===== config.mk =====
export PLATFORM = sky130hd
export DESIGN_NAME = echo_capture_ranging_stats_unit
export DESIGN_NICKNAME = d
export VERILOG_FILES = /design/src/hw/rtl/ecrs_pkg.sv /design/src/hw/rtl/ecrs_stats.sv /design/src/hw/rtl/echo_capture_ranging_stats_unit.sv
export SDC_FILE = /design/constraint.sdc
export NUM_CORES = 2
export LEC_CHECK = 0
export BUFFER_PORTS_ARGS = -buffer_cell sky130_fd_sc_hd__clkbuf_2
export CORE_MARGIN = 2
export CORE_UTILIZATION = 62
export CTS_BUF_LIST = sky130_fd_sc_hd__clkbuf_4
export DETAILED_ROUTE_END_ITERATION = 7
export PLACE_DENSITY = 0.82
export SLEW_MARGIN = 25
export SYNTH_ARGS = -nofsm -noshare
export SYNTH_HDL_FRONTEND = slang
export SYNTH_SLANG_ARGS = --single-unit

===== constraint.sdc =====
create_clock -name clock -period 31.2 [get_ports clock]
set_input_delay 1.56 -clock clock [delete_from_list [all_inputs] [get_ports clock]]
set_output_delay 1.56 -clock clock [all_outputs]
set_load 0.02 [all_outputs]

===== src/hw/rtl/ecrs_pkg.sv =====
// Shared constants and types for the echo capture ranging statistics unit.
// No dependencies; used by ecrs_stats and echo_capture_ranging_stats_unit.
`default_nettype none

package ecrs_pkg;

   // parameter defaults
   localparam int NumChannelsDefault = 3;
   localparam int StampBitsDefault   = 16;

   // fixed field widths
   localparam int ChanW      = 2;
   localparam int StampPortW = 16;
   localparam int RegW       = 16;
   localparam int WidthW     = 17;
   localparam int RangeW     = 8;
   localparam int DutyW      = 18;
   localparam int RangeMax   = 255;

   // register reset values
   localparam logic [RegW-1:0] WrapMaxReset   = 16'hFFFF;
   localparam logic [RegW-1:0] PwmReloadReset = 16'd999;

   // floor(w * 17 / 1000) as (w * DistMul) >> DistShift, exact for w < 2^17
   localparam int                  DistShift = 28;
   localparam int                  DistMulW  = 23;
   localparam logic [DistMulW-1:0] DistMul   = 23'd4563403;

   // floor(p / 100) as (p * DutyMul) >> DutyShift, exact for p < 2^24
   localparam int                  DutyShift = 32;
   localparam int                  DutyMulW  = 26;
   localparam logic [DutyMulW-1:0] DutyMul   = 26'd42949673;

   // configuration register indexes
   localparam int CsrIdxW = 1;
   typedef enum logic [CsrIdxW-1:0] {
      CsrWrapMax   = 1'b0,
      CsrPwmReload = 1'b1
   } csr_index_type;

endpackage

`default_nettype wire


===== src/hw/rtl/ecrs_stats.sv =====
// Sum, minimum and maximum over the stored per-channel distances.
// Depends on ecrs_pkg.
`default_nettype none

module ecrs_stats #(
   parameter int NUM_CHANNELS = ecrs_pkg::NumChannelsDefault
) (
   input  wire logic [NUM_CHANNELS-1:0][ecrs_pkg::RangeW-1:0]          ranges,
   output logic [ecrs_pkg::RangeW+$clog2(NUM_CHANNELS)-1:0]            range_sum,
   output logic [ecrs_pkg::RangeW-1:0]                                 range_min,
   output logic [ecrs_pkg::RangeW-1:0]                                 range_max
);

   localparam int SumW = ecrs_pkg::RangeW + $clog2(NUM_CHANNELS);

   // a chain of narrow add and compare steps over the channels
   always_comb begin
      range_sum = SumW'(ranges[0]);
      range_min = ranges[0];
      range_max = ranges[0];
      for (int i = 1; i < NUM_CHANNELS; i++) begin
         range_sum = range_sum + SumW'(ranges[i]);
         if (ranges[i] < range_min) begin
            range_min = ranges[i];
         end
         if (ranges[i] > range_max) begin
            range_max = ranges[i];
         end
      end
   end

endmodule

`default_nettype wire


===== src/hw/rtl/echo_capture_ranging_stats_unit.sv =====
// Echo capture ranging statistics unit: top level and pipeline.
// Depends on ecrs_pkg and ecrs_stats.
//
// Usage
//   req_*  : one beat per capture edge (channel, timer stamp), valid/ready.
//            The first beat on a channel arms it, the next one measures the
//            pulse width and turns it into a distance in cm (saturated at 255).
//            Beats naming a channel at or above NUM_CHANNELS are consumed and
//            give no result.
//   rsp_*  : one beat per in-range request: the channel's distance, the
//            floored average, minimum and maximum of all channels, and the
//            PWM compare floor(pwm_reload * distance / 100).
//   csr_*  : register write port (wrap_max, pwm_reload); write only while
//            the unit is idle.
// Path    : the request beat passes the capture stage (with width multiply),
//           the distance stage, the statistics stage and the output register
//           before rsp_valid rises.
// Rate    : one beat per cycle while rsp_ready stays high; each stage holds one beat.
// Reset   : clears all channel state and the pipeline; wrap_max returns to
//           65535 and pwm_reload to 999.
// Stall   : with rsp_ready low the output register holds; earlier stages
//           keep filling, so req_ready only drops once the capture stage is
//           full and cannot move on.
`default_nettype none

module echo_capture_ranging_stats_unit #(
   parameter int NUM_CHANNELS = ecrs_pkg::NumChannelsDefault,
   parameter int STAMP_BITS   = ecrs_pkg::StampBitsDefault
) (
   input  wire logic                              clock,
   input  wire logic                              reset,
   // capture requests
   input  wire logic                              req_valid,
   output logic                                   req_ready,
   input  wire logic [ecrs_pkg::ChanW-1:0]        req_channel_select,
   input  wire logic [ecrs_pkg::StampPortW-1:0]   req_capture_stamp,
   // results
   output logic                                   rsp_valid,
   input  wire logic                              rsp_ready,
   output logic [ecrs_pkg::ChanW-1:0]             rsp_out_channel,
   output logic                                   rsp_measure_done,
   output logic [ecrs_pkg::RangeW-1:0]            rsp_channel_range,
   output logic [ecrs_pkg::RangeW-1:0]            rsp_range_average,
   output logic [ecrs_pkg::RangeW-1:0]            rsp_range_minimum,
   output logic [ecrs_pkg::RangeW-1:0]            rsp_range_maximum,
   output logic [ecrs_pkg::DutyW-1:0]             rsp_duty_compare,
   // register writes
   input  wire logic                              csr_wr_en,
   input  wire logic [ecrs_pkg::CsrIdxW-1:0]      csr_index,
   input  wire logic [ecrs_pkg::RegW-1:0]         csr_wdata
);

   localparam int ChanW     = ecrs_pkg::ChanW;
   localparam int RegW      = ecrs_pkg::RegW;
   localparam int WidthW    = ecrs_pkg::WidthW;
   localparam int RangeW    = ecrs_pkg::RangeW;
   localparam int DutyW     = ecrs_pkg::DutyW;
   localparam int StampW    = (STAMP_BITS < ecrs_pkg::StampPortW) ? STAMP_BITS
                                                                  : ecrs_pkg::StampPortW;
   localparam int DistProdW = WidthW + ecrs_pkg::DistMulW;
   localparam int DistQW    = DistProdW - ecrs_pkg::DistShift;
   localparam int PprodW    = RegW + RangeW;
   localparam int DutyProdW = PprodW + ecrs_pkg::DutyMulW;
   localparam int SumW      = RangeW + $clog2(NUM_CHANNELS);
   // floor(sum / NUM_CHANNELS) by reciprocal, exact for sum < 2^SumW
   localparam int                AvgShift = SumW + 4;
   localparam int                AvgProdW = SumW + AvgShift + 1;
   localparam logic [AvgShift:0] AvgMul   =
      (AvgShift+1)'((2**AvgShift + NUM_CHANNELS - 1) / NUM_CHANNELS);

   // ---------------------------------------------------------------------
   // Configuration registers
   // ---------------------------------------------------------------------
   logic [RegW-1:0] wrap_max_ff, wrap_max_in;
   logic [RegW-1:0] pwm_reload_ff, pwm_reload_in;

   always_comb begin
      wrap_max_in   = wrap_max_ff;
      pwm_reload_in = pwm_reload_ff;
      if (csr_wr_en) begin
         unique case (ecrs_pkg::csr_index_type'(csr_index))
            ecrs_pkg::CsrWrapMax:   wrap_max_in   = csr_wdata;
            ecrs_pkg::CsrPwmReload: pwm_reload_in = csr_wdata;
         endcase
      end
   end

   always_ff @(posedge clock) begin
      if (reset) begin
         wrap_max_ff   <= ecrs_pkg::WrapMaxReset;
         pwm_reload_ff <= ecrs_pkg::PwmReloadReset;
      end else begin
         wrap_max_ff   <= wrap_max_in;
         pwm_reload_ff <= pwm_reload_in;
      end
   end

   // ---------------------------------------------------------------------
   // Pipeline flow control: each stage moves when the next has room
   // ---------------------------------------------------------------------
   logic v1_ff, v2_ff, v3_ff, rsp_valid_ff;
   logic free1, free2, free3, out_free;
   logic move1;
   logic req_fire;

   assign out_free  = !rsp_valid_ff || rsp_ready;
   assign free3     = !v3_ff || out_free;
   assign free2     = !v2_ff || free3;
   assign free1     = !v1_ff || free2;
   assign move1     = v1_ff && free2;
   assign req_ready = free1;
   assign req_fire  = req_valid && req_ready;

   // ---------------------------------------------------------------------
   // Capture stage: per-channel arm/measure state and pulse width
   // ---------------------------------------------------------------------
   logic [NUM_CHANNELS-1:0] req_hit;
   logic                    req_ch_ok;
   logic [StampW-1:0]       stamp_q;
   logic                    sel_armed;
   logic [StampW-1:0]       sel_start;
   logic [WidthW-1:0]       sel_width;
   logic [RegW-1:0]         wrap_head;
   logic [WidthW-1:0]       new_width;

   logic [NUM_CHANNELS-1:0] armed_ff, armed_in;
   logic [StampW-1:0]       start_ff [NUM_CHANNELS];
   logic [StampW-1:0]       start_in [NUM_CHANNELS];
   logic [WidthW-1:0]       width_ff [NUM_CHANNELS];
   logic [WidthW-1:0]       width_in [NUM_CHANNELS];

   assign stamp_q = req_capture_stamp[StampW-1:0];

   always_comb begin
      sel_armed = 1'b0;
      sel_start = '0;
      sel_width = '0;
      for (int i = 0; i < NUM_CHANNELS; i++) begin
         req_hit[i] = (int'(req_channel_select) == i);
         if (req_hit[i]) begin
            sel_armed = armed_ff[i];
            sel_start = start_ff[i];
            sel_width = width_ff[i];
         end
      end
      req_ch_ok = |req_hit;
   end

   // timer wrapped: (wrap_max - start) + end, head clamped at zero
   assign wrap_head = (wrap_max_ff > RegW'(sel_start)) ? (wrap_max_ff - RegW'(sel_start))
                                                       : '0;

   always_comb begin
      priority if (stamp_q > sel_start) begin
         new_width = WidthW'(stamp_q - sel_start);
      end else if (sel_start > stamp_q) begin
         new_width = WidthW'(wrap_head) + WidthW'(stamp_q);
      end else begin
         // equal stamps keep the previous width
         new_width = sel_width;
      end
   end

   always_comb begin
      for (int i = 0; i < NUM_CHANNELS; i++) begin
         armed_in[i] = armed_ff[i];
         start_in[i] = start_ff[i];
         width_in[i] = width_ff[i];
         if (req_fire && req_hit[i]) begin
            armed_in[i] = !armed_ff[i];
            if (armed_ff[i]) begin
               width_in[i] = new_width;
            end else begin
               start_in[i] = stamp_q;
            end
         end
      end
   end

   always_ff @(posedge clock) begin
      if (reset) begin
         armed_ff <= '0;
         for (int i = 0; i < NUM_CHANNELS; i++) begin
            start_ff[i] <= '0;
            width_ff[i] <= '0;
         end
      end else begin
         armed_ff <= armed_in;
         for (int i = 0; i < NUM_CHANNELS; i++) begin
            start_ff[i] <= start_in[i];
            width_ff[i] <= width_in[i];
         end
      end
   end

   // stage 1 registers: width already scaled towards distance
   logic [ChanW-1:0]     s1_ch_ff;
   logic                 s1_done_ff;
   logic [DistProdW-1:0] s1_prod_ff;

   always_ff @(posedge clock) begin
      if (reset) begin
         v1_ff <= 1'b0;
      end else if (free1) begin
         v1_ff <= req_fire && req_ch_ok;
      end
   end

   always_ff @(posedge clock) begin
      if (free1) begin
         s1_ch_ff   <= req_channel_select;
         s1_done_ff <= sel_armed;
         s1_prod_ff <= DistProdW'(new_width) * DistProdW'(ecrs_pkg::DistMul);
      end
   end

   // ---------------------------------------------------------------------
   // Distance stage: saturate and store the channel's distance
   // ---------------------------------------------------------------------
   logic [DistQW-1:0]                     dist_q;
   logic [RangeW-1:0]                     s1_dist;
   logic [NUM_CHANNELS-1:0][RangeW-1:0]   range_ff, range_in;

   assign dist_q  = s1_prod_ff[ecrs_pkg::DistShift +: DistQW];
   assign s1_dist = (dist_q > DistQW'(ecrs_pkg::RangeMax)) ? RangeW'(ecrs_pkg::RangeMax)
                                                          : dist_q[RangeW-1:0];

   always_comb begin
      range_in = range_ff;
      for (int i = 0; i < NUM_CHANNELS; i++) begin
         if (move1 && s1_done_ff && (int'(s1_ch_ff) == i)) begin
            range_in[i] = s1_dist;
         end
      end
   end

   always_ff @(posedge clock) begin
      if (reset) begin
         range_ff <= '0;
      end else begin
         range_ff <= range_in;
      end
   end

   logic [ChanW-1:0] s2_ch_ff;
   logic             s2_done_ff;

   always_ff @(posedge clock) begin
      if (reset) begin
         v2_ff <= 1'b0;
      end else if (free2) begin
         v2_ff <= v1_ff;
      end
   end

   always_ff @(posedge clock) begin
      if (free2) begin
         s2_ch_ff   <= s1_ch_ff;
         s2_done_ff <= s1_done_ff;
      end
   end

   // ---------------------------------------------------------------------
   // Statistics stage: ranges already hold this beat's write
   // ---------------------------------------------------------------------
   logic [SumW-1:0]   st_sum;
   logic [RangeW-1:0] st_min;
   logic [RangeW-1:0] st_max;
   logic [RangeW-1:0] s2_range;

   ecrs_stats #(
      .NUM_CHANNELS (NUM_CHANNELS)
   ) u_stats (
      .ranges    (range_ff),
      .range_sum (st_sum),
      .range_min (st_min),
      .range_max (st_max)
   );

   always_comb begin
      s2_range = '0;
      for (int i = 0; i < NUM_CHANNELS; i++) begin
         if (int'(s2_ch_ff) == i) begin
            s2_range = range_ff[i];
         end
      end
   end

   logic [ChanW-1:0]  s3_ch_ff;
   logic              s3_done_ff;
   logic [RangeW-1:0] s3_range_ff;
   logic [SumW-1:0]   s3_sum_ff;
   logic [RangeW-1:0] s3_min_ff;
   logic [RangeW-1:0] s3_max_ff;
   logic [PprodW-1:0] s3_pprod_ff;

   always_ff @(posedge clock) begin
      if (reset) begin
         v3_ff <= 1'b0;
      end else if (free3) begin
         v3_ff <= v2_ff;
      end
   end

   always_ff @(posedge clock) begin
      if (free3) begin
         s3_ch_ff    <= s2_ch_ff;
         s3_done_ff  <= s2_done_ff;
         s3_range_ff <= s2_range;
         s3_sum_ff   <= st_sum;
         s3_min_ff   <= st_min;
         s3_max_ff   <= st_max;
         s3_pprod_ff <= PprodW'(pwm_reload_ff) * PprodW'(s2_range);
      end
   end

   // ---------------------------------------------------------------------
   // Output stage: constant divisions by reciprocal, result register
   // ---------------------------------------------------------------------
   logic [AvgProdW-1:0]  avg_prod;
   logic [DutyProdW-1:0] duty_prod;

   assign avg_prod  = AvgProdW'(s3_sum_ff) * AvgProdW'(AvgMul);
   assign duty_prod = DutyProdW'(s3_pprod_ff) * DutyProdW'(ecrs_pkg::DutyMul);

   logic [ChanW-1:0]  rsp_ch_ff;
   logic              rsp_done_ff;
   logic [RangeW-1:0] rsp_range_ff;
   logic [RangeW-1:0] rsp_avg_ff;
   logic [RangeW-1:0] rsp_min_ff;
   logic [RangeW-1:0] rsp_max_ff;
   logic [DutyW-1:0]  rsp_duty_ff;

   always_ff @(posedge clock) begin
      if (reset) begin
         rsp_valid_ff <= 1'b0;
      end else if (out_free) begin
         rsp_valid_ff <= v3_ff;
      end
   end

   always_ff @(posedge clock) begin
      if (out_free) begin
         rsp_ch_ff    <= s3_ch_ff;
         rsp_done_ff  <= s3_done_ff;
         rsp_range_ff <= s3_range_ff;
         rsp_avg_ff   <= avg_prod[AvgShift +: RangeW];
         rsp_min_ff   <= s3_min_ff;
         rsp_max_ff   <= s3_max_ff;
         rsp_duty_ff  <= duty_prod[ecrs_pkg::DutyShift +: DutyW];
      end
   end

   assign rsp_valid         = rsp_valid_ff;
   assign rsp_out_channel   = rsp_ch_ff;
   assign rsp_measure_done  = rsp_done_ff;
   assign rsp_channel_range = rsp_range_ff;
   assign rsp_range_average = rsp_avg_ff;
   assign rsp_range_minimum = rsp_min_ff;
   assign rsp_range_maximum = rsp_max_ff;
   assign rsp_duty_compare  = rsp_duty_ff;

   // ---------------------------------------------------------------------
   // Assertions
   // ---------------------------------------------------------------------
   for (genvar g = 0; g < NUM_CHANNELS; g++) begin : g_arm_chk
      a_arm_toggles: assert property (@(posedge clock) disable iff (reset)
         (req_fire && req_hit[g]) |=> (armed_ff[g] != $past(armed_ff[g])))
         else $error("channel arm flag did not toggle on its capture beat");
   end

   a_range_write_only_on_measure: assert property (@(posedge clock) disable iff (reset)
      !(move1 && s1_done_ff) |=> $stable(range_ff))
      else $error("stored distance changed without a completed measurement");

   a_ready_only_blocked_when_full: assert property (@(posedge clock) disable iff (reset)
      !req_ready |-> (v1_ff && v2_ff && v3_ff && rsp_valid_ff))
      else $error("request side stalled with an empty stage");

   a_avg_within_bounds: assert property (@(posedge clock) disable iff (reset)
      rsp_valid |-> ((rsp_range_minimum <= rsp_range_average) &&
                     (rsp_range_average <= rsp_range_maximum)))
      else $error("average outside minimum/maximum");

   a_channel_within_bounds: assert property (@(posedge clock) disable iff (reset)
      rsp_valid |-> ((rsp_range_minimum <= rsp_channel_range) &&
                     (rsp_channel_range <= rsp_range_maximum)))
      else $error("channel distance outside minimum/maximum");

endmodule

`default_nettype wire

==> summary.txt <==
Status
  • Status: completed

Yosys
  • Top flip-flop cell by instance count after synthesis: dfxtp_1
  • Register area share after synthesis: 20.3%
  • Compound-cell area share of the yosys netlist: 9.78%
  • Xor and xnor fraction of the mapped netlist area: 2.47%
  • Number of nets in the synthesized netlist: 4757
  • Mean instance size in the synthesized netlist: 9.64 um^2
  • Combinational family with the most area after synthesis: adder cells
  • Post-synthesis instance total: 3678
  • Fraction of post-synthesis cell area in the top cell type by area: 23.8%
  • Async SR Flop Fraction: 0%
  • Count of flip-flops with a built-in enable after synthesis: 132
  • Top cells by area, synth: fa_1, ha_1, edfxtp_1
  • Warnings from Yosys: 0
  • Total standard cell area after synthesis: 35500 um^2
  • Yosys reg bits: 294
  • Synth area leader: fa_1
  • Multiplexer area fraction after synthesis: 2.70%
  • Adder and majority cell fraction of the synthesized area: 45.6%
  • Share of synthesized cell area in and, or, nand and nor gates: 10.4%
  • Number of distinct library cells after synthesis: 74

Clocking
  • Clock H-tree levels: 3
  • Clock buffers created by TritonCTS: 77
  • Cell chosen for the clock root: clkbuf_4
  • CTS Buffer Depth: 3
  • Number of buffers inserted by post-CTS setup repair: 0
  • Quantity of hold-fixing buffers added after cts: 0
  • Clock slew at reported path FFs: 70 ps
  • Clock Sinks: 294
  • Post-CTS sizing: 0
  • TritonCTS clock tree: built
  • Clock latency reported for the late side of the worst-skew pair: 840 ps

Min path
  • Worst hold path endpoint: rsp_channel_range[7]
  • Worst hold path startpoint: s3_range_ff[7]
  • Worst hold path type: reg -> reg
  • Cells on Worst Hold Path: 0

Global route
  • Overall Global Routing Usage: 29.3%
  • Vias in the first global route: 27.2k
  • Maximum number of pins on one net before global-route repair: 96
  • Busiest layer in global routing: met2
  • Leftover overflow at the end of global routing: 0
  • Antenna violations before repair: 4
  • Fraction of met1 tracks used by global routing: 35.7%
  • Grt met3 use: 5.17%
  • Global-route met2 utilization: 50.7%
  • Global-route wire length before repair: 137000 um

Floorplanning
  • DIE WIDTH: 243 um
  • Initial Utilization: 62.8%
  • Number of rows created at floorplan: 87
  • I/O pin count: 95
  • Area of the placeable core: 56500 um^2
  • Chip Height: 243 um
  • Die footprint: 59100 um^2

Worst setup path
  • Crit path capture type: register
  • End of the worst register-to-register path: s1_prod_ff[39]
  • Launch point of the worst reg-to-reg path: start_ff[0][20]
  • Startpoint types: primary input
  • Critical path's largest stage delay: 620 ps
  • Cells on worst reg2reg path: 45
  • Data required time at the worst endpoint: 31780 ps
  • Worst setup path class: in -> reg
  • Maximum fanout count along the critical path: 41
  • Standard cell with the maximum stage delay on the critical path: a2111oi_0
  • Signal arrival time at the worst endpoint: 13230 ps
  • Register-to-register path setup slack: 20110 ps

Cells and area
  • Post-layout net count: 4862
  • Fraction of final layout cells with drive strength greater than 1: 7.33%
  • Non-filler instance count after layout: 4597
  • Area added between synthesis and finish: 6.40%

Placed design
  • Port Buf Inserts: 94
  • Half-perimeter wire length after placement: 68500 um
  • Weighted congestion reported at the end of routability-driven placement: 0.995
  • Placed instance count: 4460

Flow run
  • Count of maximum capacitance violations: 0

Timing
  • Number of pins with negative max-slew slack in the final report: 0
  • Setup violation total in the final timing report: 0
  • Highest achievable clock rate: 0.0790 GHz
  • Share of the cycle needed by the critical path after routing: 40.6%
  • Post-Route Hold Slack: 418 ps
  • Max-slew headroom at the worst pin: 35.3%
  • Clock Skews: 39.3 ps
  • Total negative slack for setup checks: 0 ps
  • Min cycle time layout: 12650 ps
  • Final Hold Vio Count: 0
  • RSZ-0062 raised after global routing: no
  • Tightest Pin Transition: 944 ps

Route
  • Via density per instance: 5.66
  • Detailed-router iteration count before antenna repair: 6
  • DRC violations left: 0
  • Remaining antenna violation count: 0
  • Initial DRC Count: 1539
  • Total Routed Length: 83500 um
  • Routed wire length per instance: 18.2 um
  • Via count: 26.0k
-- state kept, by name (all words and copies together), names as in the netlist, 8 cells and up --
register and cells:
width_ff 51, start_ff 48, range_ff 24, s3_pprod_ff 24, rsp_duty_compare 18, pwm_reload_ff 16, wrap_max_ff 16, s1_prod_ff 12
s3_sum_ff 10, rsp_channel_range 8, rsp_range_average 8, rsp_range_maximum 8, rsp_range_minimum 8, s3_max_ff 8, s3_min_ff 8, s3_range_ff 8
-- per-layer routing --
| metal | up-vias | wire length (um) |
|---|---|---|
| met3 | 231 | 4300 |
| li1 | 12400 | - |
| met5 | - | 0 |
| met1 | 12600 | 34200 |
| met2 | 788 | 41300 |
| met4 | 0 | 3720 |
-- critical path, delay by kind of cell --
family | cells | cell delay (ps)
AO/OA/AOI/OAI | 18 | 4270
XOR/XNOR | 2 | 260
adder cells (fa/ha/maj) | 10 | 3980
buffers and inverters | 9 | 1590
multiplexers | 1 | 300
AND/OR/NAND/NOR | 7 | 1250
-- worst max path at each step --
stage                               start              to  slack, ps  cells after the start
CTS                 req_channel_select[1]  s1_prod_ff[39]      18660                     47
floorplan           req_channel_select[0]  s1_prod_ff[39]      18450                     49
finish              req_channel_select[1]  s1_prod_ff[39]      18550                     47
detailed placement  req_channel_select[1]  s1_prod_ff[39]      17820                     47
global placement    req_channel_select[1]  s1_prod_ff[39]      18110                     47
global route        req_channel_select[1]  s1_prod_ff[39]      17700                     47
-- metrics by stage --
stage,utilization (%),cell area (um^2),setup slack [ps]
finish,66.8,37700,18550
global placement,65.0,36700,18110
floorplan,-,35500,18450
global route,66.8,37700,17700
CTS,66.7,37700,18660
detailed placement,65.0,36700,17820
-- logic make-up (layout without fill, tap and decap cells) --
kind of cell | after synthesis | after routing
adders and majority gates | 1041 | 1041
buffers and inverters | 811 | 967
and+or+nand+nor | 805 | 805
AOI/OAI and AO/OA | 533 | 533
DFF | 294 | 294
xor gates and xnor gates | 100 | 100
muxes | 94 | 94
other | 0 | 7
-- cells in the final DEF, fill, tap and decap left out, types with 11 or more instances in the layout --
| cell | n |
|---|---|
| o21ai_1 | 11 |
| a211oi_1 | 76 |
| o21a_1 | 21 |
| o21bai_1 | 20 |
| xnor2_1 | 62 |
| dfxtp_1 | 162 |
| nand2b_1 | 18 |
| nor2_1 | 217 |
| buf_4 | 28 |
| fa_1 | 421 |
| o211ai_1 | 15 |
| nand3b_1 | 26 |
| clkinv_1 | 12 |
| nand2_1 | 300 |
| nor2b_1 | 20 |
| ha_1 | 618 |
| nand4_1 | 20 |
| edfxtp_1 | 132 |
| and2_1 | 69 |
| xor2_1 | 38 |
| inv_1 | 713 |
| mux2i_1 | 88 |
| nand3_1 | 33 |
| o21ai_0 | 71 |
| a21o_1 | 44 |
| a31oi_1 | 14 |
| clkbuf_4 | 106 |
| a21oi_1 | 182 |
| clkbuf_2 | 93 |
| and3_1 | 18 |
| nor3_1 | 40 |
-- layout make-up --
cell class,count,area [um^2]
Clock buffer,106,796
Clock inverter,24,185
Inverter,716,2690
Timing Repair Buffer,121,676
Tap cell,756,946
Antenna cell,7,17.5
Sequential cell,294,7210
Multi-Input combinational cell,2573,25200
Fill cell,4362,18800
-- cells in the mapped netlist, types with 20 or more instances --
| cell type | n |
|---|---|
| a211oi_1 | 76 |
| a21o_1 | 44 |
| a21oi_1 | 182 |
| and2_1 | 69 |
| clkbuf_1 | 70 |
| dfxtp_1 | 162 |
| edfxtp_1 | 132 |
| fa_1 | 421 |
| ha_1 | 618 |
| inv_1 | 714 |
| mux2i_1 | 88 |
| nand2_1 | 301 |
| nand3_1 | 33 |
| nand3b_1 | 26 |
| nand4_1 | 20 |
| nor2_1 | 220 |
| nor2b_1 | 21 |
| nor3_1 | 40 |
| o21a_1 | 21 |
| o21ai_0 | 72 |
| o21bai_1 | 20 |
| xnor2_1 | 62 |
| xor2_1 | 38 |
Power is not shown: default switching activity piles up to over one toggle a cycle in this logic, so the estimate is an artifact.
